## config.mk

```make
export PLATFORM = sky130hd
export DESIGN_NAME = text_to_q16_16_parser
export DESIGN_NICKNAME = d
export VERILOG_FILES = /design/src/rtl/core/t2q_pkg.sv /design/src/rtl/core/t2q_front.sv /design/src/rtl/core/t2q_queue.sv /design/src/rtl/core/t2q_back.sv /design/src/rtl/core/text_to_q16_16_parser.sv
export VERILOG_INCLUDE_DIRS = /design/src /design/src/rtl/core
export SDC_FILE = /design/constraint.sdc
export NUM_CORES = 1
export LEC_CHECK = 0
export BUFFER_PORTS_ARGS = -buffer_cell sky130_fd_sc_hd__buf_2
export CORE_UTILIZATION = 50
export DETAILED_ROUTE_END_ITERATION = 8
export GPL_TIMING_DRIVEN = 0
export PLACE_DENSITY = 0.66
export SYNTH_ARGS = -nofsm -noshare
export SYNTH_HDL_FRONTEND = slang
export SYNTH_HIERARCHICAL = 1
export SYNTH_SLANG_ARGS = --single-unit
```

## constraint.sdc

```tcl
create_clock -name clk -period 10.9 [get_ports clk]
set_input_delay 2.18 -clock clk [delete_from_list [all_inputs] [get_ports clk]]
set_output_delay 2.18 -clock clk [all_outputs]
set_load 0.02 [all_outputs]
```

## src/rtl/core/text_to_q16_16_parser_defines.svh

```systemverilog
// assertion macros for the text to q16.16 parser
`ifndef TEXT_TO_Q16_16_PARSER_DEFINES_SVH
`define TEXT_TO_Q16_16_PARSER_DEFINES_SVH
`ifndef SYNTHESIS
`define T2Q_ASSERT_IMP(lbl, ante, cons) \
  lbl: assert property (@(posedge clk) disable iff (rst) (ante) |-> (cons)) \
    else $error("t2q same-cycle check failed");
`define T2Q_ASSERT_NXT(lbl, ante, cons) \
  lbl: assert property (@(posedge clk) disable iff (rst) (ante) |=> (cons)) \
    else $error("t2q next-cycle check failed");
`else
`define T2Q_ASSERT_IMP(lbl, ante, cons)
`define T2Q_ASSERT_NXT(lbl, ante, cons)
`endif
`endif

```

## src/rtl/core/t2q_pkg.sv

```systemverilog
// shared types, constants and scale function for the text to q16.16 parser
package t2q_pkg;

  // character codes
  localparam logic [7:0] CH_NUL   = 8'h00;
  localparam logic [7:0] CH_TAB   = 8'h09;
  localparam logic [7:0] CH_CR    = 8'h0D;
  localparam logic [7:0] CH_SPACE = 8'h20;
  localparam logic [7:0] CH_PLUS  = 8'h2B;
  localparam logic [7:0] CH_COMMA = 8'h2C;
  localparam logic [7:0] CH_MINUS = 8'h2D;
  localparam logic [7:0] CH_DOT   = 8'h2E;
  localparam logic [7:0] CH_0     = 8'h30;
  localparam logic [7:0] CH_1     = 8'h31;
  localparam logic [7:0] CH_9     = 8'h39;
  localparam logic [7:0] CH_UA    = 8'h41;
  localparam logic [7:0] CH_UB    = 8'h42;
  localparam logic [7:0] CH_UF    = 8'h46;
  localparam logic [7:0] CH_UX    = 8'h58;
  localparam logic [7:0] CH_LA    = 8'h61;
  localparam logic [7:0] CH_LB    = 8'h62;
  localparam logic [7:0] CH_LF    = 8'h66;
  localparam logic [7:0] CH_LX    = 8'h78;

  localparam int QUEUE_DEPTH = 2;
  localparam int QPTR_W      = $clog2(QUEUE_DEPTH);
  localparam int QCNT_W      = $clog2(QUEUE_DEPTH + 1);

  // fraction divider: quotient bits and working width
  localparam int SCALE_W = 17;
  localparam int QUO_W   = 17;
  localparam int DIV_W   = SCALE_W + QUO_W;
  localparam int STEP_W  = $clog2(QUO_W);

  localparam logic [3:0] DEC_LIMIT = 4'd4;
  localparam logic [3:0] HEX_LIMIT = 4'd4;
  localparam logic [3:0] BIN_LIMIT = 4'd14;

  localparam logic [SCALE_W-1:0] DEC_SCALE [5] = '{
    17'd1, 17'd10, 17'd100, 17'd1000, 17'd10000
  };

  typedef enum logic [1:0] {
    RX_DEC = 2'd0,
    RX_HEX = 2'd1,
    RX_BIN = 2'd2
  } radix_t;

  // one finished string handed from front to back
  typedef struct packed {
    logic [31:0] int_acc;
    logic [15:0] frac_acc;
    radix_t      radix;
    logic [3:0]  frac_digits;
    logic        is_negative;
    logic [15:0] char_count;
  } job_t;

  typedef struct packed {
    logic full;
    logic empty;
  } q_stat_t;

  typedef struct packed {
    logic idle;
    logic dividing;
    logic done;
  } bk_stat_t;

  // fraction scale for the given radix and digit count
  function automatic logic [SCALE_W-1:0] scale_of(input radix_t rx, input logic [3:0] digits);
    logic [3:0]         d;
    logic [SCALE_W-1:0] r;
    d = '0;
    r = '0;
    case (rx)
      RX_HEX: begin
        d = (digits > HEX_LIMIT) ? HEX_LIMIT : digits;
        r = SCALE_W'(1) << {d[2:0], 2'b00};
      end
      RX_BIN: begin
        d = (digits > BIN_LIMIT) ? BIN_LIMIT : digits;
        r = SCALE_W'(1) << d;
      end
      default: begin
        d = (digits > DEC_LIMIT) ? DEC_LIMIT : digits;
        r = DEC_SCALE[d[2:0]];
      end
    endcase
    return r;
  endfunction

endpackage

```

## src/rtl/core/t2q_front.sv

```systemverilog
// character parser: classifies each byte and accumulates the number fields
module t2q_front (
  input  logic            clk,
  input  logic            rst,
  input  logic            in_valid,
  output logic            in_stall,
  input  logic [7:0]      char_code,
  input  t2q_pkg::q_stat_t q_stat,
  output logic            push,
  output t2q_pkg::job_t   job
);
  import t2q_pkg::*;

  typedef enum logic [5:0] {
    PH_WS     = 6'b000001,
    PH_SIGNED = 6'b000010,
    PH_ZERO   = 6'b000100,
    PH_INT    = 6'b001000,
    PH_FRAC   = 6'b010000,
    PH_IGNORE = 6'b100000
  } phase_t;

  phase_t      phase, phase_next;
  radix_t      radix, radix_next;
  logic        is_negative, is_negative_next;
  logic [31:0] int_acc, int_acc_next;
  logic [15:0] frac_acc, frac_acc_next;
  logic [3:0]  frac_digits, frac_digits_next;
  logic [15:0] char_counter, char_counter_next;

  logic       accept;
  logic       is_ws;
  logic       do_signed;
  logic       do_int;
  logic [4:0] dg_cur;
  logic [4:0] dg_int;
  logic [3:0] limit;

  // {valid, value} of a digit in the given radix
  function automatic logic [4:0] digit_of(input radix_t rx, input logic [7:0] c);
    logic [4:0] r;
    r = '0;
    case (rx)
      RX_HEX: begin
        if (c >= CH_0 && c <= CH_9) r = {1'b1, c[3:0]};
        else if ((c >= CH_LA && c <= CH_LF) || (c >= CH_UA && c <= CH_UF))
          r = {1'b1, c[3:0] + 4'd9};
      end
      RX_BIN: begin
        if (c == CH_0 || c == CH_1) r = {1'b1, 3'b000, c[0]};
      end
      default: begin
        if (c >= CH_0 && c <= CH_9) r = {1'b1, c[3:0]};
      end
    endcase
    return r;
  endfunction

  assign in_stall = q_stat.full;
  assign accept   = in_valid && !in_stall;
  assign is_ws    = (char_code >= CH_TAB && char_code <= CH_CR) || char_code == CH_SPACE;
  assign dg_cur   = digit_of(radix, char_code);
  assign limit    = (radix == RX_BIN) ? BIN_LIMIT : DEC_LIMIT;

  assign job.int_acc     = int_acc;
  assign job.frac_acc    = frac_acc;
  assign job.radix       = radix;
  assign job.frac_digits = frac_digits;
  assign job.is_negative = is_negative;
  assign job.char_count  = char_counter;

  always_comb begin
    phase_next        = phase;
    radix_next        = radix;
    is_negative_next  = is_negative;
    int_acc_next      = int_acc;
    frac_acc_next     = frac_acc;
    frac_digits_next  = frac_digits;
    char_counter_next = char_counter;
    push              = 1'b0;
    do_signed         = 1'b0;
    do_int            = 1'b0;
    dg_int            = '0;
    if (accept) begin
      if (char_code == CH_NUL) begin
        push              = 1'b1;
        phase_next        = PH_WS;
        radix_next        = RX_DEC;
        is_negative_next  = 1'b0;
        int_acc_next      = '0;
        frac_acc_next     = '0;
        frac_digits_next  = '0;
        char_counter_next = '0;
      end else begin
        if (char_counter != 16'hFFFF) char_counter_next = char_counter + 16'd1;
        case (phase)
          PH_WS: begin
            if (is_ws) begin
              phase_next = PH_WS;
            end else if (char_code == CH_PLUS || char_code == CH_MINUS) begin
              is_negative_next = (char_code == CH_MINUS);
              phase_next       = PH_SIGNED;
            end else begin
              do_signed = 1'b1;
            end
          end
          PH_SIGNED: do_signed = 1'b1;
          PH_ZERO: begin
            phase_next = PH_INT;
            if (char_code == CH_LX || char_code == CH_UX) begin
              radix_next = RX_HEX;
            end else if (char_code == CH_LB || char_code == CH_UB) begin
              radix_next = RX_BIN;
            end else begin
              radix_next = RX_DEC;
              do_int     = 1'b1;
            end
          end
          PH_INT: do_int = 1'b1;
          PH_FRAC: begin
            if (dg_cur[4] && frac_digits < limit) begin
              case (radix)
                RX_HEX: frac_acc_next = {frac_acc[11:0], 4'b0000} + {12'b0, dg_cur[3:0]};
                RX_BIN: frac_acc_next = {frac_acc[14:0], 1'b0} + {12'b0, dg_cur[3:0]};
                default: frac_acc_next = {frac_acc[12:0], 3'b000} + {frac_acc[14:0], 1'b0}
                                       + {12'b0, dg_cur[3:0]};
              endcase
              frac_digits_next = frac_digits + 4'd1;
            end else begin
              phase_next = PH_IGNORE;
            end
          end
          default: phase_next = phase;
        endcase
        // leading zero may open a radix prefix
        if (do_signed) begin
          if (char_code == CH_0) begin
            phase_next = PH_ZERO;
          end else begin
            radix_next = RX_DEC;
            phase_next = PH_INT;
            do_int     = 1'b1;
          end
        end
        if (do_int) begin
          dg_int = digit_of(radix_next, char_code);
          if (dg_int[4]) begin
            phase_next = PH_INT;
            case (radix_next)
              RX_HEX: int_acc_next = {int_acc[27:0], 4'b0000} + {28'b0, dg_int[3:0]};
              RX_BIN: int_acc_next = {int_acc[30:0], 1'b0} + {28'b0, dg_int[3:0]};
              default: int_acc_next = {int_acc[28:0], 3'b000} + {int_acc[30:0], 1'b0}
                                    + {28'b0, dg_int[3:0]};
            endcase
          end else if (char_code == CH_DOT || char_code == CH_COMMA) begin
            phase_next = PH_FRAC;
          end else begin
            phase_next = PH_IGNORE;
          end
        end
      end
    end
  end

  always_ff @(posedge clk) begin
    if (rst) begin
      phase        <= PH_WS;
      radix        <= RX_DEC;
      is_negative  <= 1'b0;
      int_acc      <= '0;
      frac_acc     <= '0;
      frac_digits  <= '0;
      char_counter <= '0;
    end else begin
      phase        <= phase_next;
      radix        <= radix_next;
      is_negative  <= is_negative_next;
      int_acc      <= int_acc_next;
      frac_acc     <= frac_acc_next;
      frac_digits  <= frac_digits_next;
      char_counter <= char_counter_next;
    end
  end

endmodule

```

## src/rtl/core/t2q_queue.sv

```systemverilog
// short job queue between the parser and the fraction divider
module t2q_queue (
  input  logic             clk,
  input  logic             rst,
  input  logic             push,
  input  t2q_pkg::job_t    push_job,
  input  logic             pop,
  output t2q_pkg::job_t    head_job,
  output t2q_pkg::q_stat_t q_stat
);
  import t2q_pkg::*;

  job_t              entries [QUEUE_DEPTH];
  logic [QPTR_W-1:0] wr_ptr;
  logic [QPTR_W-1:0] rd_ptr;
  logic [QCNT_W-1:0] count;

  assign q_stat.full  = (count == QCNT_W'(QUEUE_DEPTH));
  assign q_stat.empty = (count == '0);
  assign head_job     = entries[rd_ptr];

  always_ff @(posedge clk) begin
    if (push) entries[wr_ptr] <= push_job;
  end

  always_ff @(posedge clk) begin
    if (rst) begin
      wr_ptr <= '0;
      rd_ptr <= '0;
      count  <= '0;
    end else begin
      if (push) wr_ptr <= (wr_ptr == QPTR_W'(QUEUE_DEPTH - 1)) ? '0 : wr_ptr + 1'b1;
      if (pop)  rd_ptr <= (rd_ptr == QPTR_W'(QUEUE_DEPTH - 1)) ? '0 : rd_ptr + 1'b1;
      case ({push, pop})
        2'b10:   count <= count + 1'b1;
        2'b01:   count <= count - 1'b1;
        default: count <= count;
      endcase
    end
  end

endmodule

```

## src/rtl/core/t2q_back.sv

```systemverilog
// rounding fraction divider, sign and output register
module t2q_back (
  input  logic               clk,
  input  logic               rst,
  input  t2q_pkg::job_t      job,
  input  t2q_pkg::q_stat_t   q_stat,
  output logic               pop,
  output t2q_pkg::bk_stat_t  bk_stat,
  output logic               out_valid,
  input  logic               out_stall,
  output logic signed [31:0] value,
  output logic [15:0]        chars_seen
);
  import t2q_pkg::*;

  typedef enum logic [2:0] {
    BK_IDLE = 3'b001,
    BK_DIV  = 3'b010,
    BK_DONE = 3'b100
  } bk_state_t;

  bk_state_t          state;
  logic [DIV_W-1:0]   rem;
  logic [DIV_W-1:0]   dsh;
  logic [QUO_W-1:0]   quo;
  logic [STEP_W-1:0]  step;
  logic [31:0]        int_acc;
  logic               is_negative;
  logic [15:0]        char_count;

  logic [SCALE_W-1:0] scale;
  logic               ge;
  logic               load_out;
  logic [31:0]        sum;
  logic [31:0]        result;

  assign pop       = (state == BK_IDLE) && !q_stat.empty;
  assign scale     = scale_of(job.radix, job.frac_digits);
  assign ge        = (rem >= dsh);
  assign load_out  = (state == BK_DONE) && (!out_valid || !out_stall);
  assign sum       = {int_acc[15:0], 16'h0000} + {{(32-QUO_W){1'b0}}, quo};
  assign result    = is_negative ? (32'd0 - sum) : sum;

  assign bk_stat.idle     = (state == BK_IDLE);
  assign bk_stat.dividing = (state == BK_DIV);
  assign bk_stat.done     = (state == BK_DONE);

  always_ff @(posedge clk) begin
    if (rst) begin
      state     <= BK_IDLE;
      step      <= '0;
      out_valid <= 1'b0;
    end else begin
      case (state)
        BK_IDLE: begin
          if (pop) begin
            state <= BK_DIV;
            step  <= '0;
          end
        end
        BK_DIV: begin
          step <= step + 1'b1;
          if (step == STEP_W'(QUO_W - 1)) state <= BK_DONE;
        end
        BK_DONE: begin
          if (load_out) state <= BK_IDLE;
        end
        default: state <= BK_IDLE;
      endcase
      if (load_out) out_valid <= 1'b1;
      else if (!out_stall) out_valid <= 1'b0;
    end
  end

  // dividend is frac*2^17 + scale, divisor 2*scale: a rounded quotient
  always_ff @(posedge clk) begin
    if (pop) begin
      rem         <= {1'b0, job.frac_acc, {QUO_W{1'b0}}} + {{QUO_W{1'b0}}, scale};
      dsh         <= {scale, {QUO_W{1'b0}}};
      quo         <= '0;
      int_acc     <= job.int_acc;
      is_negative <= job.is_negative;
      char_count  <= job.char_count;
    end else if (state == BK_DIV) begin
      if (ge) rem <= rem - dsh;
      quo <= {quo[QUO_W-2:0], ge};
      dsh <= dsh >> 1;
    end
    if (load_out) begin
      value      <= $signed(result);
      chars_seen <= char_count;
    end
  end

endmodule

```

## src/rtl/core/text_to_q16_16_parser.sv

```systemverilog
// Streaming text to signed Q16.16 parser.
// Input channel: in_valid / in_stall with char_code, one byte per transaction.
// A zero byte ends the string; every other byte is parsed in the cycle it is
// accepted, so text streams in at one byte per clock while in_stall is low.
// Output channel: out_valid / out_stall with value (Q16.16) and chars_seen,
// one transaction per terminated string.
// The 17-step restoring divider that rounds the fraction produces the result.
// The divider handles one string at a time; a 2-entry queue holds
// finished strings so parsing of following text goes on meanwhile.
// in_stall rises only when that queue is full.
// If the receiver stalls, the result holds in the output register; the
// divider then waits with its next result and the queue fills behind it.
// Reset (rst, synchronous, active high) returns the parser to whitespace
// skipping, empties the queue and drops any pending result.
module text_to_q16_16_parser (
  input  logic               clk,
  input  logic               rst,
  input  logic               in_valid,
  output logic               in_stall,
  input  logic [7:0]         char_code,
  output logic               out_valid,
  input  logic               out_stall,
  output logic signed [31:0] value,
  output logic [15:0]        chars_seen
);
  import t2q_pkg::*;

`include "text_to_q16_16_parser_defines.svh"

  logic     push;
  logic     pop;
  job_t     push_job;
  job_t     head_job;
  q_stat_t  q_stat;
  bk_stat_t bk_stat;

  t2q_front u_front (
    .clk       (clk),
    .rst       (rst),
    .in_valid  (in_valid),
    .in_stall  (in_stall),
    .char_code (char_code),
    .q_stat    (q_stat),
    .push      (push),
    .job       (push_job)
  );

  t2q_queue u_queue (
    .clk      (clk),
    .rst      (rst),
    .push     (push),
    .push_job (push_job),
    .pop      (pop),
    .head_job (head_job),
    .q_stat   (q_stat)
  );

  t2q_back u_back (
    .clk        (clk),
    .rst        (rst),
    .job        (head_job),
    .q_stat     (q_stat),
    .pop        (pop),
    .bk_stat    (bk_stat),
    .out_valid  (out_valid),
    .out_stall  (out_stall),
    .value      (value),
    .chars_seen (chars_seen)
  );

  // a terminator transaction always lands in the queue
  `T2Q_ASSERT_IMP(a_term_push, in_valid && !in_stall && (char_code == CH_NUL), push)
  // an idle divider picks up waiting work at once
  `T2Q_ASSERT_NXT(a_idle_start, bk_stat.idle && !q_stat.empty, bk_stat.dividing)
  // a new result only comes from a finished division
  `T2Q_ASSERT_IMP(a_out_from_done, $rose(out_valid), $past(bk_stat.done))

endmodule
```

==> results of run 1 <==
## stage by stage
| step | hold slack, ns | power [mW] |
|---|---|---|
| floorplan | 0.400 | 1.85 |
| global placement | 0.404 | 1.95 |
| detailed placement | 0.405 | 1.96 |
| CTS | 0.413 | 3.29 |
| global route | 0.421 | 3.39 |
| finish | 0.412 | 3.26 |
## worst max-delay path, cell delays in order
cell and delay [ns]:
buf_2 0.10, clkbuf_1 0.32, inv_1 0.17, ha_1 0.33, or3b_1 0.37, a21oi_1 0.15, o21ai_1 0.17, nand3_1 0.21
a21oi_1 0.11, a211oi_1 0.51, inv_1 0.10, ha_1 0.37, or4b_2 0.68, a21oi_1 0.34, fa_1 0.52, ha_1 0.33
a211oi_1 0.34, nor4_1 0.11, nor2_1 0.20, a31oi_1 0.14, o21ai_0 0.31, a21oi_1 0.11, or4_1 0.47, a21oi_1 0.15
## worst paths after layout
check	start	to	slack, ns	cells after the start
worst max-delay path	char_code[0]	u_front/int_acc[15]$_SDFFE_PP0P_	2.59	24
worst min-delay path	u_back/char_count[4]$_DFFE_PP_	u_back/chars_seen[4]$_DFFE_PP_	0.41	0
worst max register to register	u_front/phase[2]$_SDFFE_PP0P_	u_front/int_acc[15]$_SDFFE_PP0P_	4.92	19
worst min register to register	u_back/char_count[4]$_DFFE_PP_	u_back/chars_seen[4]$_DFFE_PP_	0.41	0
## flip-flops by register name, indices dropped and copies added (netlist names), 6 cells and up, named ones only
register / cells
u_back/rem: 34
u_back/quo: 17
u_queue/entries: 110
u_back/int_acc: 16
u_back/char_count: 16
u_front/int_acc: 16
u_back/dsh: 34
u_front/frac_acc: 16
u_front/char_counter: 16
u_front/phase: 6
u_back/chars_seen: 16
u_back/value: 32
## where the power goes
group	total, mW	internal [mW]	leakage (nW)	switching, mW
Sequential	1.50	1.48	2.96	0.0220
Clock	1.33	0.790	0.649	0.536
Combinational	0.437	0.169	4.59	0.268
Total	3.26	2.44	8.20	0.827
## layer usage
layer | share of wire | up-vias | routed length (um) | GRT usage
met5 | 0 | - | 0 | 0
met4 | 0.022 | 0 | 1000 | 0.0712
met3 | 0.050 | 82 | 2290 | 0.0315
met2 | 0.46 | 373 | 20700 | 0.371
met1 | 0.47 | 6907 | 21400 | 0.325
li1 | - | 7184 | - | -
## layout make-up
type / instances / area, um2
plain buffers: 107 / 433
clock buffers: 48 / 1090
clock inverters: 22 / 223
fillers: 3267 / 16100
inverters: 89 / 334
multi-input cells: 1358 / 9210
flip-flops and latches: 351 / 9450
well taps: 511 / 639
repair buffers: 66 / 420
==> key figures, run 1 <==
Outcome
  – Result of the run: complete, no violations

Layout
  – Final cell area excluding filler cells: 21800 um2
  – Number of nets in the final layout: 2139
  – Finished Core Util: 0.575
  – Most frequent standard cell in the layout excluding fill and tap cells: edfxtp_1
  – Number of standard cells in the layout, taps in and fillers out: 2552
  – Fraction of layout cells with a size suffix above 1: 0.119
  – Area overhead of the layout relative to synthesis: 12.3%
  – Leading cell types in the layout, fill and taps excluded: 242 x edfxtp_1, 195 x nand2_1, 142 x a21oi_1
  – Total inserted antenna cells: 0

Critical path
  – Endpoint required time on the critical path: 11.37 ns
  – Element type at the critical path end: register
  – Maximum fanout along the worst path: 8
  – Worst Setup Start Kind: input pin
  – Type of the worst setup path: input pin to register
  – Critical Path AT: 8.78 ns

Timing
  – Fin Clk Skew: 0.0198 ns
  – Final critical-path required period: 8.31 ns
  – Setup Viol. Count Final: 0
  – Unrepaired setup endpoints after global routing: no
  – Worst rel slew slack: 0.369
  – Period Utilization, post-route: 0.762
  – Endpoints failing hold: 0
  – Post-route setup slack: 2.59 ns
  – Slew Viols, Final: 0
  – Actual slew at the worst max-slew pin: 0.947 ns
  – Aggregate negative setup slack: 0 ns
  – Max Clock Freq: 0.120 GHz

Floorplanning
  – Cell Rows: 71
  – Placeable core area: 37900 um2
  – I/O pin cnt: 62
  – Horizontal die dimension: 199 um
  – Starting density of the core: 0.512
  – Die extent in y: 199 um
  – Total die area: 39600 um2

Pwr
  – Worst VDD drop: 86.7 uV
  – Leakage power figure: 8.20 nW
  – Power per cell area: 150 nW/um2

Clock network
  – Cts bufs inserted: 39
  – Clk Latency, worst-skew pair: 0.55 ns
  – Setup Buffers After CTS: 0
  – Clock transition at the registers of the reported paths: 0.06 ns
  – Clock tree from TritonCTS: done
  – Deepest level of the CTS H-tree: 2
  – Worst-case clock buffer depth: 3
  – Root cell of the clock tree: clkbuf_16
  – Number of cells upsized or downsized after cts: 0
  – Number of sinks driven by the clock tree: 351
  – Total of hold buffers inserted after clock tree synthesis: 0

Global routing
  – Number of global-route vias before repair: 13700
  – Global-route wire length before repair: 72200 um
  – Global-route total usage across every layer: 0.232
  – Maximum number of pins on one net before global-route repair: 36
  – Global route total overflow: 0
  – Number of antenna violations at the first check in global routing: 0

Place
  – Detailed-placement wirelength estimate: 33200 um
  – Placed standard-cell area: 20500 um2
  – Setup slack after placement: 2.15 ns
  – Final GP Congestion: 0.927
  – Port Buffers: 60
  – Cell total after placement: 2481

Run
  – Max-cap violation count: 0

Synth
  – Synth Net Count: 2032
  – Post-synthesis cell count: 1905
  – Average instance area after synthesis: 10.2 um2
  – Total number of yosys warnings: 6
  – Summed instance area of the synthesized netlist: 19400 um2

Drt
  – Average detailed-routed wire length per instance: 17.8 um
  – Starting DRT DRC Count: 1027
  – Count of TritonRoute iterations in the first routing pass: 5
  – Count of vias placed by the detailed router: 14500
  – Mean number of vias per cell: 5.70
  – Total length of routed wires: 45400 um
  – Residual DRC count: 0
  – Detail Route Antenna Nets: 0

Worst hold path
  – Type of the tightest min-delay check: register to register
Note: power is estimated with default switching activity, not from simulation.
==> inputs of run 2 (changes only) <==
==> constraint.sdc (replaced) <==
create_clock -name clk -period 7.9 [get_ports clk]
set_input_delay 1.58 -clock clk [delete_from_list [all_inputs] [get_ports clk]]
set_output_delay 1.58 -clock clk [all_outputs]
set_load 0.02 [all_outputs]
==> key figures, run 2 (synthesis gave the netlist of run 1 again) <==
Critical path
  – Element type at the critical path end: register
  – Path depth of the worst reg2reg path: 20
  – Ordered cell list for the critical path: buf_2, clkbuf_1, inv_1, ha_1, or3b_1, a21oi_1, o21ai_1, nand3_1, a21oi_1, a211oi_2, inv_1, ha_1, or4b_2, a21oi_1, fa_1, ha_1, a211oi_1, nor4_1, nor2_1, a31oi_1, o21ai_0, a21oi_1, or4_1, a21oi_1
  – Top cell family by delay on the critical path: compound AO/OA/AOI/OAI gates
  – Endpoint required time on the critical path: 8.37 ns
  – Reg2reg end: u_front/int_acc[15]$_SDFFE_PP0P_
  – Reg-to-Reg Start: u_front/phase[2]$_SDFFE_PP0P_
  – Slowest stage delay, CP: 0.69 ns
  – Critical Path AT: 7.97 ns
  – Flop2flop setup slack: 1.89 ns
  – Worst Setup Start Kind: input pin
  – CP most frequent cell: a21oi_1
  – Slowest-stage cell, CP: or4b_2
  – Buffer and inverter count on the worst path: 4
  – Maximum fanout along the worst path: 8
  – Type of the worst setup path: input pin to register

Run
  – Max-cap violation count: 0

Floorplanning
  – Cell Rows: 71
  – Total die area: 39600 um2
  – Starting density of the core: 0.512
  – Horizontal die dimension: 199 um
  – Placeable core area: 37900 um2
  – I/O pin cnt: 62
  – Die extent in y: 199 um

Pwr
  – PnR Total Power: 4.50 mW
  – Part of the power in combinational logic: 0.134
  – Leakage power figure: 8.20 nW
  – Internal power consumption: 3.36 mW
  – Worst VDD drop: 120 uV
  – Power share of the sequential group: 0.459
  – Net Sw Frac: 0.254
  – Switching power total: 1.14 mW
  – Clock network fraction of design power: 0.407
  – Power per cell area: 207 nW/um2

Global routing
  – Global-route total usage across every layer: 0.232
  – Global-route wire length before repair: 72200 um
  – Maximum number of pins on one net before global-route repair: 36
  – Most used routing layer in global routing: met2
  – Met3 GRT Util: 0.0315
  – GRT met1 Usage: 0.325
  – Number of antenna violations at the first check in global routing: 0
  – Number of global-route vias before repair: 13700
  – Global route total overflow: 0
  – Met2 Use GR: 0.371

Clock network
  – Clock transition at the registers of the reported paths: 0.06 ns
  – Clock tree from TritonCTS: done
  – Worst-case clock buffer depth: 3
  – Number of sinks driven by the clock tree: 351
  – Clk Latency, worst-skew pair: 0.55 ns
  – Deepest level of the CTS H-tree: 2
  – Root cell of the clock tree: clkbuf_16
  – Cts bufs inserted: 39

Worst hold path
  – Type of the tightest min-delay check: register to register
  – Min-Delay Path Depth: 0
  – End point of the most critical hold path: u_back/chars_seen[4]$_DFFE_PP_
  – Startpoint of the worst hold path: u_back/char_count[4]$_DFFE_PP_

Timing
  – Actual slew at the worst max-slew pin: 0.933 ns
  – Post-route setup slack: 0.404 ns
  – Setup Viol. Count Final: 0
  – Fin Hold WS: 0.413 ns
  – Unrepaired setup endpoints after global routing: no
  – Slew Viols, Final: 0
  – Endpoints failing hold: 0
  – Final critical-path required period: 7.50 ns
  – Max Clock Freq: 0.133 GHz
  – Period Utilization, post-route: 0.949
  – Worst rel slew slack: 0.378
  – Fin Clk Skew: 0.0190 ns

Drt
  – Average detailed-routed wire length per instance: 17.8 um
  – Count of TritonRoute iterations in the first routing pass: 9
  – Residual DRC count: 0
  – Starting DRT DRC Count: 1013
  – Count of vias placed by the detailed router: 14600
  – Total length of routed wires: 45400 um
  – Detail Route Antenna Nets: 0
  – Mean number of vias per cell: 5.71

Layout
  – Leading cell types in the layout, fill and taps excluded: 242 x edfxtp_1, 195 x nand2_1, 142 x a21oi_1
  – Fraction of layout cells with a size suffix above 1: 0.120
  – Largest register FFs: 110
  – Number of nets in the final layout: 2138
  – Final cell area excluding filler cells: 21800 um2
  – Total inserted antenna cells: 0
  – Reg with most FFs: u_queue/entries
  – Registers with the most flip-flops: u_queue/entries (110), u_back/dsh (34), u_back/rem (34)
  – Most frequent standard cell in the layout excluding fill and tap cells: edfxtp_1
  – Area overhead of the layout relative to synthesis: 12.4%

Place
  – Placed standard-cell area: 20500 um2
  – Final GP Congestion: 0.927
  – Detailed-placement wirelength estimate: 33200 um
  – Setup slack after placement: -0.246 ns
  – Port Buffers: 60

Outcome
  – Result of the run: complete, no violations
[run 2: changes by cell type in the layout (fill, tap and decap cells not counted), sizes merged]
cell	before	now
clkbuf	133	132
[run 2: how the worst max path moves through the flow]
| stage | startpoint | to | slack (ns) | depth (start not counted) |
|---|---|---|---|---|
| floorplan | char_code[0] | u_front/int_acc[15]$_SDFFE_PP0P_ | 1.01 | 23 |
| CTS | char_code[0] | u_front/int_acc[15]$_SDFFE_PP0P_ | 0.28 | 24 |
| global route | char_code[1] | u_front/int_acc[15]$_SDFFE_PP0P_ | 0.1 | 24 |
| detailed placement | char_code[0] | u_front/int_acc[15]$_SDFFE_PP0P_ | -0.25 | 24 |
| finish | char_code[1] | u_front/int_acc[15]$_SDFFE_PP0P_ | 0.40 | 24 |
| global placement | char_code[0] | u_front/int_acc[15]$_SDFFE_PP0P_ | -0.29 | 24 |
[run 2: area by class of cell]
type / instances / area, um2
Fill cell: 3265 / 16100
Sequential cell: 351 / 9450
Multi-Input combinational cell: 1358 / 9220
Clock buffer: 48 / 1090
Tap cell: 511 / 639
Buffer: 106 / 429
Timing Repair Buffer: 66 / 420
Inverter: 89 / 334
Clock inverter: 22 / 223
[run 2: power groups by stage]
stage,clock network (mW),logic [mW],registers [mW]
after detailed placement,0,0.592,2.11
after floorplan,0,0.454,2.10
after global routing,1.94,0.669,2.07
after CTS,1.87,0.598,2.07
after global placement,0,0.582,2.11
final,1.83,0.603,2.07
[run 2: what timing repair did]
item,4_1_cts,5_1_grt
setup buffers,0,0
hold buffers,0,0
setup endpoints to repair,0,1
gates resized for setup,0,2
[run 2: worst register-to-register path, cell delays in order, from the launching register on]
cell and delay [ns]:
dfxtp_1 0.29, clkbuf_1 0.20, nor4_1 0.38, nor3b_1 0.40, nand3_1 0.18, a21oi_1 0.29, a211oi_2 0.12, inv_1 0.08
ha_1 0.27, or4b_2 0.69, a21oi_1 0.36, fa_1 0.52, ha_1 0.33, a211oi_1 0.34, nor4_1 0.11, nor2_1 0.20
a31oi_1 0.14, o21ai_0 0.32, a21oi_1 0.11, or4_1 0.47, a21oi_1 0.15
[run 2: metal layers]
metal | routed length [um] | part of all wire
met5 | 0 | 0
met1 | 21200 | 0.47
met4 | 1040 | 0.023
met2 | 20700 | 0.46
met3 | 2510 | 0.055
[run 2: stage by stage]
stage          setup TNS (ns)  cells   util
6_report                    0   2551  0.575
4_1_cts                     0   2551  0.574
3_5_place_dp           -0.286   2481  0.540
3_3_place_gp           -0.338   2476  0.536
2_1_floorplan               0   1905      -
5_1_grt                     0   2551  0.575
